<file path="config.mk">
export PLATFORM = sky130hd
export DESIGN_NAME = ttn_corner
export DESIGN_NICKNAME = d
export VERILOG_FILES = /design/src/ttn_pkg.sv /design/src/ttn_corner.sv
export SDC_FILE = /design/constraint.sdc
export NUM_CORES = 1
export LEC_CHECK = 0
export BUFFER_PORTS_ARGS = -buffer_cell sky130_fd_sc_hd__buf_4
export CORE_MARGIN = 5
export CORE_UTILIZATION = 35
export DETAILED_ROUTE_END_ITERATION = 16
export GPL_TIMING_DRIVEN = 1
export SLEW_MARGIN = 20
export SYNTH_ARGS = -nofsm -noshare
export SYNTH_HDL_FRONTEND = slang
export SYNTH_SLANG_ARGS = --single-unit
</file>
<file path="constraint.sdc">
create_clock -name clk -period 4.1 [get_ports clk]
set_clock_uncertainty 0.2 [all_clocks]
set_input_delay 0.82 -clock clk [delete_from_list [all_inputs] [get_ports clk]]
set_output_delay 0.82 -clock clk [all_outputs]
set_load 0.01 [all_outputs]
</file>
<file path="src/ttn_pkg.sv">
`default_nettype none

package ttn_pkg;

	localparam int FIELD_BITS     = 16;
	localparam int OUT_BITS       = 16;
	localparam int VTX_FIELDS     = 5;
	localparam int AXES           = 3;
	localparam int CORNERS        = 3;

	// field order inside a vertex
	localparam int F_X            = 0;
	localparam int F_Y            = 1;
	localparam int F_Z            = 2;
	localparam int F_U            = 3;
	localparam int F_V            = 4;

	localparam int UNIT_Q14       = 16384;
	localparam int UNIT_SHIFT     = 14;
	localparam int MAG_LIMIT_BITS = 30;

	localparam int MUL_W          = 31;
	localparam int PROD_W         = 2 * MUL_W;
	localparam int SQ_BITS        = 62;
	localparam int ROOT_BITS      = 31;
	localparam int ROOT_STEPS     = 31;
	localparam int RREM_BITS      = ROOT_BITS + 1;
	localparam int QUO_BITS       = 15;
	localparam int NUM_BITS       = MAG_LIMIT_BITS + UNIT_SHIFT + 1;
	localparam int ALU_W          = 64;

	typedef struct packed {
		logic signed [OUT_BITS-1:0] tangent_x;
		logic signed [OUT_BITS-1:0] tangent_y;
		logic signed [OUT_BITS-1:0] tangent_z;
		logic                       degenerate;
	} ttn_res_t;

	typedef struct packed {
		logic signed [MUL_W-1:0] mul_a;
		logic signed [MUL_W-1:0] mul_b;
		logic signed [ALU_W-1:0] add_a;
		logic signed [ALU_W-1:0] add_b;
		logic                    sub;
	} ttn_alu_req_t;

	typedef struct packed {
		logic idle;
		logic res_valid;
	} ttn_stat_t;

endpackage

`default_nettype wire

</file>
<file path="src/ttn_corner.sv">
`default_nettype none

module ttn_corner import ttn_pkg::*; #(
	parameter  int COORD_BITS = 16,
	localparam int CW = (COORD_BITS <= FIELD_BITS) ? COORD_BITS : FIELD_BITS + 1,
	localparam int DW = CW + 1
) (
	input  logic                  clk,
	input  logic                  arst_n,
	input  logic                  take,
	input  logic [FIELD_BITS-1:0] field [VTX_FIELDS],
	output logic                  launch,
	output logic signed [DW-1:0]  d1 [VTX_FIELDS],
	output logic signed [DW-1:0]  d2 [VTX_FIELDS]
);

	logic [1:0]           count_q;
	logic signed [CW-1:0] held_q [2][VTX_FIELDS];
	logic signed [CW-1:0] cur [VTX_FIELDS];

	// fields are cut to COORD_BITS bits when that is 16 or fewer; a wider coordinate sees them as unsigned
	if (COORD_BITS <= FIELD_BITS) begin : g_narrow
		for (genvar i = 0; i < VTX_FIELDS; i++) begin : g_fld
			assign cur[i] = field[i][CW-1:0];
		end
	end else begin : g_wide
		for (genvar i = 0; i < VTX_FIELDS; i++) begin : g_fld
			assign cur[i] = {1'b0, field[i]};
		end
	end

	// a stray count of 3 also closes the triangle
	assign launch = take && (count_q >= 2'(CORNERS - 1));

	always_ff @(posedge clk or negedge arst_n) begin
		if (!arst_n) begin
			count_q <= '0;
			for (int s = 0; s < 2; s++) begin
				for (int i = 0; i < VTX_FIELDS; i++) begin
					held_q[s][i] <= '0;
				end
			end
		end else if (take) begin
			if (launch) begin
				count_q <= '0;
			end else begin
				held_q[count_q[0]] <= cur;
				count_q <= count_q + 2'd1;
			end
		end
	end

	always_comb begin
		for (int i = 0; i < VTX_FIELDS; i++) begin
			d1[i] = DW'(held_q[1][i]) - DW'(held_q[0][i]);
			d2[i] = DW'(cur[i]) - DW'(held_q[0][i]);
		end
	end

endmodule

`default_nettype wire

</file>
==> out/metrics.yaml <==
cts:
  clkLatencyLatePin_ps: 430
  cts_resized: 0
  postCtsSetupBuffers: 0
  h-tree-depth: 4
  cts_hold_buf: 0
  clk_pin_slew_worst_paths_ps: 60
  clkSinkCount: 162
  root_buffer: "clkbuf_16"
  cts_tree: "built"
  clock_path_buffers: 2
  cts_buffers: 17
floorplan:
  initial_core_util_pct: 35.2
  rows: 73
  die_x_um: 209
  core_um2: 39500
  die_h_um: 209
  boundaryPins: 254
  dieArea_um2: 43800
timing:
  tns_ps: 0
  drv_slew: 0
  max_clock_freq_mhz: 253
  fin_crit_ps: 3950
  tightestPinTransition_ps: 770
  hold_viol_final: 0
  rsz0062_at_grt: "yes"
  slew_headroom_pct: 48.7
  setup_viol: 0
  fin_crit_sh_pct: 96.4
critical_path:
  critPathArrivalTime_ps: 2930
  timing.reg2reg.setup_slack_ps: 1560
  crit_chain: "buf_4 > inv_1 > ha_2 > fa_2 > nor2b_1 > o2111a_1 > o211ai_1 > a21oi_1 > buf_4 > o41a_1 > xor2_1 > buf_4"
  critical_path.slowest_cell: "o41a_1"
  r2r-end: "held_q[40]"
  critPathLaunchType: "input pin"
  reg2reg_from: "count_q[0]"
  rr_worst_depth: 7
  cp_common_cell: "buf_4"
  path_class: "in2out"
  required_ps: 3080
  slowest_delay_ps: 370
  cp-end-kind: "output pin"
  critPathMaxFanout: 3
place:
  gp_congestion: 0.890
  place_hpwl_um: 31200
  io_buffers: 253
grt:
  overflow: 0
  grt_pass1_vias: 12200
  track_usage_pct: 17.4
  grt_max_degree: 65
  antenna_found_initial: 0
  grt_pass1_wl_um: 63300
logic_synthesis:
  ys.flop_type: "dfrtp_1"
  yosysWarnings: 0
  yosysSeqAreaShare_pct: 29.2
  ys_types: 69
  async_flop_share_pct: 100
  syn_area_per_cell_um2: 8.60
  synth-seq-cells: 162
  synth_cells: 1615
  synth_edf_count: 0
  synth.net_count: 1869
  synthesis.area_um2: 13900
finish:
  layout_common_cells: "buf_4 (265), dfrtp_1 (162), inv_1 (160), ha_1 (160), o21ai_0 (154)"
  syn2layout_area_growth_pct: 23.1
  num_antenna_cells: 0
  final_core_util_pct: 43.3
  final_common_cell: "buf_4"
  drive_gt1_share_pct: 21.7
  nNetsFinal: 2115
route:
  dr.pass1.iters: 5
  wirelength_um: 39200
  vias_per_cell: 5.20
  post-route-drc-count: 0
  routedWlPerCell_um: 16.3
  drt-initial-drc-count: 567
  ant_nets: 0
  vias: 12500
status:
  outcome: "finished, final reports clean"
flow_run:
  maxCapViolations: 0
worst_hold_path:
  hold_class: "in2async"
==> through the flow <==
step           setup slack (ps)  hold slack, ps  std cells  instance area (um2)
2_1_floorplan               545             273       1615                13900
3_3_place_gp                109             298       2367                16500
3_5_place_dp               85.7             303       2367                16500
4_1_cts                    2.31             181       2398                17100
5_1_grt                   -25.1             210       2398                17100
6_report                    149             175       2398                17100
==> Yosys cell counts (all sizes together) (5+ instances only) <==
| library cell | count | area [um2] |
|---|---|---|
| or4 | 5 | 37.5 |
| nor3 | 25 | 125 |
| a31oi | 20 | 125 |
| mux2 | 78 | 882 |
| fa | 10 | 200 |
| nand3 | 32 | 160 |
| and4 | 5 | 43.8 |
| o31a | 13 | 114 |
| xnor2 | 79 | 692 |
| dfrtp | 162 | 4050 |
| nand2 | 146 | 548 |
| a31o | 6 | 52.6 |
| a221oi | 6 | 65.1 |
| o311ai | 5 | 43.8 |
| o2111ai | 8 | 70.1 |
| inv | 160 | 601 |
| a21boi | 6 | 45.0 |
| nand2b | 21 | 131 |
| nand4 | 16 | 100 |
| and3 | 17 | 106 |
| a21oi | 102 | 510 |
| ha | 161 | 2010 |
| o22ai | 8 | 50.1 |
| a21o | 33 | 248 |
| o21a | 24 | 180 |
| or2 | 5 | 31.3 |
| or3 | 11 | 73.8 |
| nor2b | 36 | 225 |
| o31ai | 5 | 51.3 |
| nor2 | 91 | 342 |
| mux2i | 6 | 60.1 |
| o21bai | 12 | 90.1 |
| buf | 11 | 52.6 |
| clkbuf | 31 | 116 |
| o211ai | 17 | 133 |
| a211oi | 9 | 67.6 |
| xor2 | 29 | 254 |
| o21ai | 158 | 791 |
==> metal layers <==
layer  part of all wire, %  global-route usage [%]
met1                    45                    23.1
met2                    48                    29.1
met3                   5.6                    3.78
met4                   1.3                    3.78
met5                     0                       0
==> critical path, delay by kind of cell <==
kind,cells,cell delay [ps]
AOI/OAI and AO/OA,4,1010
adders and majority gates,2,420
buffers and inverters,4,480
and+or+nand+nor,1,60
xor gates and xnor gates,1,150
==> cell type report <==
| type | instances | area, um2 |
|---|---|---|
| tap | 525 | 657 |
| clock inverter | 9 | 130 |
| clock buffer | 22 | 474 |
| timing repair buffer | 269 | 2060 |
| inverter | 160 | 601 |
| sequential | 162 | 4050 |
| fill | 3964 | 22400 |
| multi-input combinational | 1251 | 9130 |
==> worst max path at each step <==
stage          endpoint  slack (ps)  cells after the start        start
4_1_cts          d1[82]           2                     10  held_q[144]
6_report         d2[48]         150                     12    field[32]
2_1_floorplan    d2[82]         540                      9    field[64]
3_3_place_gp     d2[31]         110                     11    field[16]
5_1_grt          d1[84]         -30                      9  held_q[144]
3_5_place_dp     d2[27]          90                     11    field[16]
==> registers in the layout, indices dropped and copies added, names as in the netlist <==
name / flops
count_q: 2
held_q: 160
==> cells by family (layout without fill, tap and decap cells) <==
logic type	count (synthesis)	in the layout	synth area share, %
xor gates and xnor gates	108	108	6.81
and+or+nand+nor	425	425	14.6
muxes	84	84	6.78
AOI/OAI and AO/OA	463	463	21.1
DFF	162	162	29.2
buffers and inverters	202	460	5.54
adders and majority gates	171	171	15.9
Power is left out: the tool's default activity adds up to more than one toggle a clock period on the data nets, which glitch-free logic cannot reach.
