==> src/ttn_pkg.sv <==
`default_nettype none

package ttn_pkg;

	localparam int FIELD_BITS     = 16;
	localparam int OUT_BITS       = 16;
	localparam int VTX_FIELDS     = 5;
	localparam int AXES           = 3;
	localparam int CORNERS        = 3;

	// field order inside a vertex
	localparam int F_X            = 0;
	localparam int F_Y            = 1;
	localparam int F_Z            = 2;
	localparam int F_U            = 3;
	localparam int F_V            = 4;

	localparam int UNIT_Q14       = 16384;
	localparam int UNIT_SHIFT     = 14;
	localparam int MAG_LIMIT_BITS = 30;

	localparam int MUL_W          = 31;
	localparam int PROD_W         = 2 * MUL_W;
	localparam int SQ_BITS        = 62;
	localparam int ROOT_BITS      = 31;
	localparam int ROOT_STEPS     = 31;
	localparam int RREM_BITS      = ROOT_BITS + 1;
	localparam int QUO_BITS       = 15;
	localparam int NUM_BITS       = MAG_LIMIT_BITS + UNIT_SHIFT + 1;
	localparam int ALU_W          = 64;

	typedef struct packed {
		logic signed [OUT_BITS-1:0] tangent_x;
		logic signed [OUT_BITS-1:0] tangent_y;
		logic signed [OUT_BITS-1:0] tangent_z;
		logic                       degenerate;
	} ttn_res_t;

	typedef struct packed {
		logic signed [MUL_W-1:0] mul_a;
		logic signed [MUL_W-1:0] mul_b;
		logic signed [ALU_W-1:0] add_a;
		logic signed [ALU_W-1:0] add_b;
		logic                    sub;
	} ttn_alu_req_t;

	typedef struct packed {
		logic idle;
		logic res_valid;
	} ttn_stat_t;

endpackage

`default_nettype wire

==> src/ttn_alu.sv <==
`default_nettype none

// shared multiplier and adder/subtractor, operands picked by the sequencer
module ttn_alu import ttn_pkg::*; (
	input  ttn_alu_req_t              req,
	output logic signed [PROD_W-1:0]  prod,
	output logic signed [ALU_W-1:0]   sum
);

	assign prod = req.mul_a * req.mul_b;
	assign sum  = req.sub ? (req.add_a - req.add_b) : (req.add_a + req.add_b);

endmodule

`default_nettype wire

==> src/ttn_core.sv <==
`default_nettype none

module ttn_core import ttn_pkg::*; #(
	parameter  int COORD_BITS = 16,
	localparam int CW = (COORD_BITS <= FIELD_BITS) ? COORD_BITS : FIELD_BITS + 1,
	localparam int DW = CW + 1
) (
	input  logic                 clk,
	input  logic                 arst_n,
	input  logic                 launch,
	input  logic signed [DW-1:0] d1 [VTX_FIELDS],
	input  logic signed [DW-1:0] d2 [VTX_FIELDS],
	input  logic                 res_ready,
	output ttn_stat_t            stat,
	output ttn_res_t             res
);

	localparam int PW    = 2 * DW;
	localparam int TW    = PW + 1;
	localparam int MAGW  = (PW > MAG_LIMIT_BITS) ? PW : MAG_LIMIT_BITS;
	localparam int CNT_W = $clog2(ROOT_STEPS);
	localparam logic [CNT_W-1:0] MUL_LAST  = CNT_W'(8);
	localparam logic [CNT_W-1:0] SQR_LAST  = CNT_W'(AXES);
	localparam logic [CNT_W-1:0] ROOT_LAST = CNT_W'(ROOT_STEPS - 1);
	localparam logic [CNT_W-1:0] DIV_LAST  = CNT_W'(QUO_BITS);

	typedef enum logic [2:0] {
		ST_IDLE,
		ST_MUL,
		ST_ABS,
		ST_SHIFT,
		ST_SQR,
		ST_ROOT,
		ST_DIV,
		ST_DONE
	} state_t;

	state_t                    state_q;
	logic [CNT_W-1:0]          cnt_q;
	logic [1:0]                k_q;
	logic signed [DW-1:0]      d1_q [VTX_FIELDS];
	logic signed [DW-1:0]      d2_q [VTX_FIELDS];
	logic signed [PROD_W-1:0]  prod_q;
	logic signed [TW-1:0]      acc_q;
	logic signed [TW-1:0]      det_q;
	logic signed [TW-1:0]      t_q [AXES];
	logic [MAGW-1:0]           mag_q [AXES];
	logic [AXES-1:0]           neg_q;
	logic [SQ_BITS-1:0]        sumsq_q;
	logic [RREM_BITS-1:0]      rem_q;
	logic [ROOT_BITS-1:0]      r_q;
	logic [QUO_BITS-1:0]       numlo_q;
	logic [QUO_BITS-1:0]       q_q;
	ttn_res_t                  res_q;

	ttn_alu_req_t              req;
	logic signed [PROD_W-1:0]  prod;
	logic signed [ALU_W-1:0]   sum;

	logic [2:0]                j;
	logic [2:0]                p;
	logic [2:0]                kk;
	logic [1:0]                pk;
	logic [1:0]                sq_sel;
	logic signed [DW-1:0]      ma_d;
	logic signed [DW-1:0]      mb_d;
	logic signed [ALU_W-1:0]   acc_x;
	logic signed [ALU_W-1:0]   prod_x;
	logic [ROOT_BITS-1:0]      len;
	logic [RREM_BITS+1:0]      remsh;
	logic [ROOT_BITS+1:0]      trial;
	logic [RREM_BITS-1:0]      r2;
	logic [MAGW-1:0]           ormag;
	logic                      ge;
	logic [QUO_BITS-1:0]       qn;
	logic [QUO_BITS-1:0]       qc;
	logic signed [OUT_BITS-1:0] qs;

	ttn_alu u_alu (
		.req  (req),
		.prod (prod),
		.sum  (sum)
	);

	always_comb begin
		j      = cnt_q[2:0];
		p      = j - 3'd1;
		kk     = {1'b0, j[2:1] - 2'd1};
		pk     = p[2:1] - 2'd1;
		sq_sel = (cnt_q[1:0] == 2'd3) ? 2'd0 : cnt_q[1:0];
		acc_x  = ALU_W'(acc_q);
		prod_x = ALU_W'(prod_q);
		len    = (r_q == '0) ? ROOT_BITS'(1) : r_q;
		remsh  = {rem_q, sumsq_q[SQ_BITS-1 -: 2]};
		trial  = {r_q, 2'b01};
		r2     = {rem_q[RREM_BITS-2:0], numlo_q[QUO_BITS-1]};
		ormag  = mag_q[0] | mag_q[1] | mag_q[2];

		// product schedule: du1*dv2, du2*dv1, then dv2*e1[k], dv1*e2[k] per axis
		if (j == 3'd0) begin
			ma_d = d1_q[F_U];
			mb_d = d2_q[F_V];
		end else if (j == 3'd1) begin
			ma_d = d2_q[F_U];
			mb_d = d1_q[F_V];
		end else if (j[0]) begin
			ma_d = d1_q[F_V];
			mb_d = d2_q[kk];
		end else begin
			ma_d = d2_q[F_V];
			mb_d = d1_q[kk];
		end

		req = '0;
		unique case (state_q)
			ST_MUL: begin
				req.mul_a = MUL_W'(ma_d);
				req.mul_b = MUL_W'(mb_d);
				req.sub   = 1'b1;
				if (p == 3'd1 || !det_q[TW-1]) begin
					req.add_a = acc_x;
					req.add_b = prod_x;
				end else begin
					req.add_a = prod_x;
					req.add_b = acc_x;
				end
			end
			ST_SQR: begin
				req.mul_a = MUL_W'({1'b0, mag_q[sq_sel][MAG_LIMIT_BITS-1:0]});
				req.mul_b = MUL_W'({1'b0, mag_q[sq_sel][MAG_LIMIT_BITS-1:0]});
				req.add_a = ALU_W'(sumsq_q);
				req.add_b = prod_x;
			end
			ST_ROOT: begin
				req.add_a = ALU_W'(remsh);
				req.add_b = ALU_W'(trial);
				req.sub   = 1'b1;
			end
			ST_DIV: begin
				if (cnt_q == '0) begin
					req.add_a = ALU_W'({mag_q[k_q][MAG_LIMIT_BITS-1:0], {UNIT_SHIFT{1'b0}}});
					req.add_b = ALU_W'(len >> 1);
				end else begin
					req.add_a = ALU_W'(r2);
					req.add_b = ALU_W'(len);
					req.sub   = 1'b1;
				end
			end
			default: ;
		endcase

		ge = !sum[ALU_W-1];
		qn = {q_q[QUO_BITS-2:0], ge};
		qc = (qn > QUO_BITS'(UNIT_Q14)) ? QUO_BITS'(UNIT_Q14) : qn;
		qs = neg_q[k_q] ? -{1'b0, qc} : {1'b0, qc};
	end

	always_ff @(posedge clk or negedge arst_n) begin
		if (!arst_n) begin
			state_q <= ST_IDLE;
			cnt_q   <= '0;
			k_q     <= '0;
			prod_q  <= '0;
			acc_q   <= '0;
			det_q   <= '0;
			neg_q   <= '0;
			sumsq_q <= '0;
			rem_q   <= '0;
			r_q     <= '0;
			numlo_q <= '0;
			q_q     <= '0;
			res_q   <= '0;
			for (int i = 0; i < VTX_FIELDS; i++) begin
				d1_q[i] <= '0;
				d2_q[i] <= '0;
			end
			for (int i = 0; i < AXES; i++) begin
				t_q[i]   <= '0;
				mag_q[i] <= '0;
			end
		end else begin
			unique case (state_q)
				ST_IDLE: begin
					if (launch) begin
						d1_q    <= d1;
						d2_q    <= d2;
						cnt_q   <= '0;
						state_q <= ST_MUL;
					end
				end
				ST_MUL: begin
					prod_q <= prod;
					if (cnt_q != '0) begin
						if (p == 3'd1) begin
							det_q <= sum[TW-1:0];
						end else if (!p[0]) begin
							acc_q <= prod_q[TW-1:0];
						end else begin
							t_q[pk] <= sum[TW-1:0];
						end
					end
					if (cnt_q == MUL_LAST) begin
						state_q <= ST_ABS;
					end else begin
						cnt_q <= cnt_q + 1'b1;
					end
				end
				ST_ABS: begin
					for (int i = 0; i < AXES; i++) begin
						neg_q[i] <= t_q[i][TW-1];
						mag_q[i] <= t_q[i][TW-1] ? MAGW'(-t_q[i]) : MAGW'(t_q[i]);
					end
					state_q <= ST_SHIFT;
				end
				ST_SHIFT: begin
					if (det_q == '0 || ormag == '0) begin
						res_q   <= '{tangent_x: '0, tangent_y: '0, tangent_z: '0,
							degenerate: 1'b1};
						state_q <= ST_DONE;
					end else if ((ormag >> MAG_LIMIT_BITS) != '0) begin
						for (int i = 0; i < AXES; i++) begin
							mag_q[i] <= mag_q[i] >> 1;
						end
					end else begin
						sumsq_q <= '0;
						cnt_q   <= '0;
						state_q <= ST_SQR;
					end
				end
				ST_SQR: begin
					prod_q <= prod;
					if (cnt_q != '0) begin
						sumsq_q <= sum[SQ_BITS-1:0];
					end
					if (cnt_q == SQR_LAST) begin
						rem_q   <= '0;
						r_q     <= '0;
						cnt_q   <= '0;
						state_q <= ST_ROOT;
					end else begin
						cnt_q <= cnt_q + 1'b1;
					end
				end
				ST_ROOT: begin
					// two radicand bits per step, trial divisor 4r+1
					sumsq_q <= sumsq_q << 2;
					if (ge) begin
						rem_q <= sum[RREM_BITS-1:0];
					end else begin
						rem_q <= remsh[RREM_BITS-1:0];
					end
					r_q <= {r_q[ROOT_BITS-2:0], ge};
					if (cnt_q == ROOT_LAST) begin
						cnt_q            <= '0;
						k_q              <= '0;
						res_q.degenerate <= 1'b0;
						state_q          <= ST_DIV;
					end else begin
						cnt_q <= cnt_q + 1'b1;
					end
				end
				ST_DIV: begin
					if (cnt_q == '0) begin
						// numerator >> 15 is already below len, so 15 quotient bits remain
						rem_q   <= RREM_BITS'(sum[NUM_BITS-1:QUO_BITS]);
						numlo_q <= sum[QUO_BITS-1:0];
						q_q     <= '0;
						cnt_q   <= cnt_q + 1'b1;
					end else begin
						rem_q   <= ge ? sum[RREM_BITS-1:0] : r2;
						numlo_q <= numlo_q << 1;
						q_q     <= qn;
						if (cnt_q == DIV_LAST) begin
							unique case (k_q)
								2'd0:    res_q.tangent_x <= qs;
								2'd1:    res_q.tangent_y <= qs;
								default: res_q.tangent_z <= qs;
							endcase
							cnt_q <= '0;
							if (k_q == 2'(AXES - 1)) begin
								state_q <= ST_DONE;
							end else begin
								k_q <= k_q + 2'd1;
							end
						end else begin
							cnt_q <= cnt_q + 1'b1;
						end
					end
				end
				ST_DONE: begin
					if (res_ready) begin
						state_q <= ST_IDLE;
					end
				end
			endcase
		end
	end

	assign stat.idle      = (state_q == ST_IDLE);
	assign stat.res_valid = (state_q == ST_DONE);
	assign res            = res_q;

endmodule

`default_nettype wire

==> config.mk <==
export PLATFORM = sky130hd
export DESIGN_NAME = ttn_core
export DESIGN_NICKNAME = d
export VERILOG_FILES = /design/src/ttn_pkg.sv /design/src/ttn_alu.sv /design/src/ttn_core.sv
export SDC_FILE = /design/constraint.sdc
export NUM_CORES = 2
export LEC_CHECK = 0
export ABC_AREA = 1
export BUFFER_PORTS_ARGS = -buffer_cell sky130_fd_sc_hd__clkbuf_2
export CAP_MARGIN = 20
export CORE_MARGIN = 2
export CORE_UTILIZATION = 45
export DETAILED_ROUTE_END_ITERATION = 10
export PLACE_DENSITY_LB_ADDON = 0.05
export RECOVER_POWER = 25
export SETUP_SLACK_MARGIN = 0.02
export SLEW_MARGIN = 20
export SYNTH_ARGS = -nofsm -noshare
export SYNTH_HDL_FRONTEND = slang
export SYNTH_SLANG_ARGS = --single-unit
==> constraint.sdc <==
create_clock -name clk -period 10.2 [get_ports clk]
set_input_delay 0 -clock clk [delete_from_list [all_inputs] [get_ports clk]]
set_output_delay 0 -clock clk [all_outputs]
set_load 0.05 [all_outputs]
==> reports/metrics.json <==
{
  "run_status": {
    "status": "finished, violations left",
    "failing_checks": "max-capacitance violations, max-slew violations"
  },
  "setup_path": {
    "critPathMaxFanout": 20,
    "crit_path_frequent_cell": "fa_1",
    "required_ns": 10.79,
    "critical_path.startpoint_type": "register",
    "critPathSlowestCell": "fa_1",
    "critical-path-max-stage-delay_ns": 0.61,
    "cp-end-kind": "register",
    "critPathKind": "reg2reg",
    "worst_ep_arrival_time_ns": 10.45,
    "rr_worst_depth": 38
  },
  "run": {
    "max-cap-violations": 6
  },
  "detailed_routing": {
    "finalWirelength_um": 314600,
    "average_wire_per_cell_in_the_routed_design_um": 24.94,
    "remaining_drc_errors": 0,
    "drt_first_pass_iters": 9,
    "viasPerCell": 5.617,
    "postRouteAntennaNets": 0,
    "first_iter_violations": 7277,
    "via_count": 70870
  },
  "power_and_ir_drop": {
    "pwr-share-clk_pct": 13.2,
    "sw_frac_of_total_pct": 59.75,
    "comb_power_share_pct": 69.4,
    "power.sequential.fraction_pct": 17.4,
    "ir_worst_vdd_mv": 0.4920,
    "cellInternalPower_uw": 10410,
    "design_power_total_uw": 25850,
    "switching_power_uw": 15450,
    "power_density_over_the_cells_mw_per_mm2": 293.3,
    "p_leak_uw": 0.04411
  },
  "yosys": {
    "yosysMostFrequentCell": "inv_1",
    "post_synthesis_area_per_instance_sq_um": 7.914,
    "synth.yosys.seq_area_share_pct": 23.13,
    "synth_cell_types": 67,
    "ys_seq_elements": 725,
    "synth_top_area_share_pct": 26.01,
    "yosys-top-cells-count": "inv_1 (1,861), nand2_1 (1,834), fa_1 (1,019)",
    "synth_nets": 11370,
    "asyncSetResetFlopFracSynth_pct": 100.0,
    "synth_enable_flop_cells": 0,
    "ys.flop_type": "dfrtp_1",
    "syn_area_sq_mm": 0.07843,
    "synth_area_leaders": "fa_1 (26%), dfrtp_1 (23%), inv_1 (8.9%)",
    "yosys.area.top_type": "fa_1",
    "postSynthCellCount": 9911,
    "yosysWarningCount": 0
  },
  "timing": {
    "fmaxAchievable_mhz": 101.5,
    "final_setup_fails": 0,
    "period_share_pct": 96.59,
    "final-hold-violation-count": 0,
    "worst_slew_margin_rel_pct": -225.7,
    "fin_worst_hold_slack_ns": 0.04772,
    "fin_ws_ns": 0.3476,
    "post-route-min-period_ns": 9.852,
    "max_slew.worst_pin.slew_ns": 4.885,
    "timing.final.max_slew_violations": 442,
    "grt_setup_unrepaired": "yes",
    "clock_skew_ns": 0.07902
  },
  "placement": {
    "place_ws_ns": -0.1897,
    "place.gp.congestion": 0.9826,
    "placedInstanceArea_sq_mm": 0.08324,
    "quantity_of_i_o_buffers_inserted_on_ports": 224,
    "final_hpwl_dp_um": 242900
  },
  "worst_hold_path": {
    "hold_path.class": "in2reg",
    "hold_path_depth": 3
  },
  "cts": {
    "cts_tree": "built",
    "ctsRootBufferMaster": "clkbuf_16",
    "clk_path_buf_depth": 3,
    "cts.clk_slew.worst_paths_ns": 0.06,
    "tritoncts_num_sinks": 725,
    "ctsHtreeMaxLevel": 3,
    "numCtsBuffers": 89,
    "worstSkewPairLatency_ns": 0.76
  },
  "global_route": {
    "grt-ovfl-total": 0,
    "first_global_vias": 70730,
    "antenna_found_initial": 7,
    "grt_use_total_pct": 35.34,
    "grt_max_degree": 159,
    "grt_first_pass_wirelength_um": 469600
  },
  "final_layout": {
    "postLayoutCellArea_sq_mm": 0.08813,
    "utilization_pct": 50.82,
    "syn2layout_area_growth_pct": 12.37,
    "drive_gt1_share_pct": 9.126,
    "final_net_count": 11670
  },
  "die": {
    "ios": 225,
    "floorplan_die_height_um": 421.5,
    "rows": 153,
    "core_area_sq_mm": 0.1734,
    "die-area_sq_mm": 0.1777,
    "start_util_pct": 45.22,
    "dieWidth_um": 421.5
  }
}
## worst max-delay path, delay by kind of cell, from the launching register on
kind | cells | cell delay, ns
adder cells (fa/ha/maj) | 10 | 4.55
flip-flops | 1 | 0.48
buffers and inverters | 11 | 1.98
AND/OR/NAND/NOR | 8 | 1.05
AO/OA/AOI/OAI | 9 | 1.59
## metrics by stage
step,setup TNS [ns],cells
floorplan,0,9911
global placement,-0.3049,12280
detailed placement,-0.4853,12280
CTS,0,12610
global route,-0.03199,12620
finish,0,12620
## worst paths after layout
path	slack [ns]	to	from
max in group asynchronous	3.90	mag_q[63]	arst_n
min in group asynchronous	0.93	t_q[1]	arst_n
min	0.05	d2_q[60]	d2[60]
min reg2reg	0.44	acc_q[6]	prod_q[6]
max	0.35	prod_q[55]	cnt_q[1]
max reg2reg	0.35	prod_q[55]	cnt_q[1]
## power by group through the flow
stage	Combinational [uW]	Clock, uW	Sequential (uW)
after floorplan	9630	0	4340
after global placement	17300	0	4490
after detailed placement	17300	0	4510
after CTS	17500	3460	4460
after global routing	18900	3570	4580
final	17900	3420	4490
## per-layer routing
metal / vias up / wire (um) / GRT usage [%]
li1: 31710 / - / -
met1: 35260 / 133900 / 49.42
met2: 3219 / 136500 / 53.56
met3: 686 / 26090 / 6.022
met4: 6 / 18100 / 16.48
met5: - / 42 / 0
## placed cells by master, fill, tap and decap left out, drive strengths merged, types with 12 or more instances in the layout
cell type	instances
inv	1866
clkinvlp	17
o221ai	83
nand3b	30
nand2	1852
fa	1019
buf	287
a21oi	360
ha	262
a21o	12
nor3	57
o22ai	151
o211ai	105
o31ai	12
nand3	301
clkbuf	352
nand4	58
dfrtp	725
xor2	131
xnor2	60
a31oi	35
o21ai	986
clkinv	36
or2	26
nor4	48
nor2	982
mux2	160
dlygate4sd3	172
o21a	16
## final cells by class
type	count	area, sq um
antenna	3	7.507
clock buffer	122	2532
clock inverter	40	570.5
fill	17120	85310
inverter	1889	7148
multi-input combinational	6824	51510
sequential	725	18140
tap	2325	2909
timing repair buffer	689	5315
## what timing repair did
| item | CTS | global route |
|---|---|---|
| resized for setup | 2 | 40 |
| hold buffers | 173 | 0 |
| endpoints found under the hold margin | 268 | 0 |
| endpoints found under the setup margin | 3 | 32 |
| setup buffers | 0 | 2 |
## cell families (layout without fill, tap and decap cells)
logic type      Yosys count  after routing  share of synthesized area (%)
compound gates         1828           1828                          13.12
xor+xnor                191            191                          2.133
fa+ha+maj              1281           1281                          30.19
buf+inv                2362           2740                          11.49
flops                   725            725                          23.13
mux                     160            160                          2.297
other cells               0              3                              0
simple gates           3364           3364                          17.64
## state kept, by name, summed over array words and instances (netlist names), 49 cells and up
name / flops
d2_q: 85
prod_q: 62
t_q: 105
d1_q: 85
mag_q: 102
res: 49
sumsq_q: 62
Note: power is estimated with default switching activity, not from simulation.
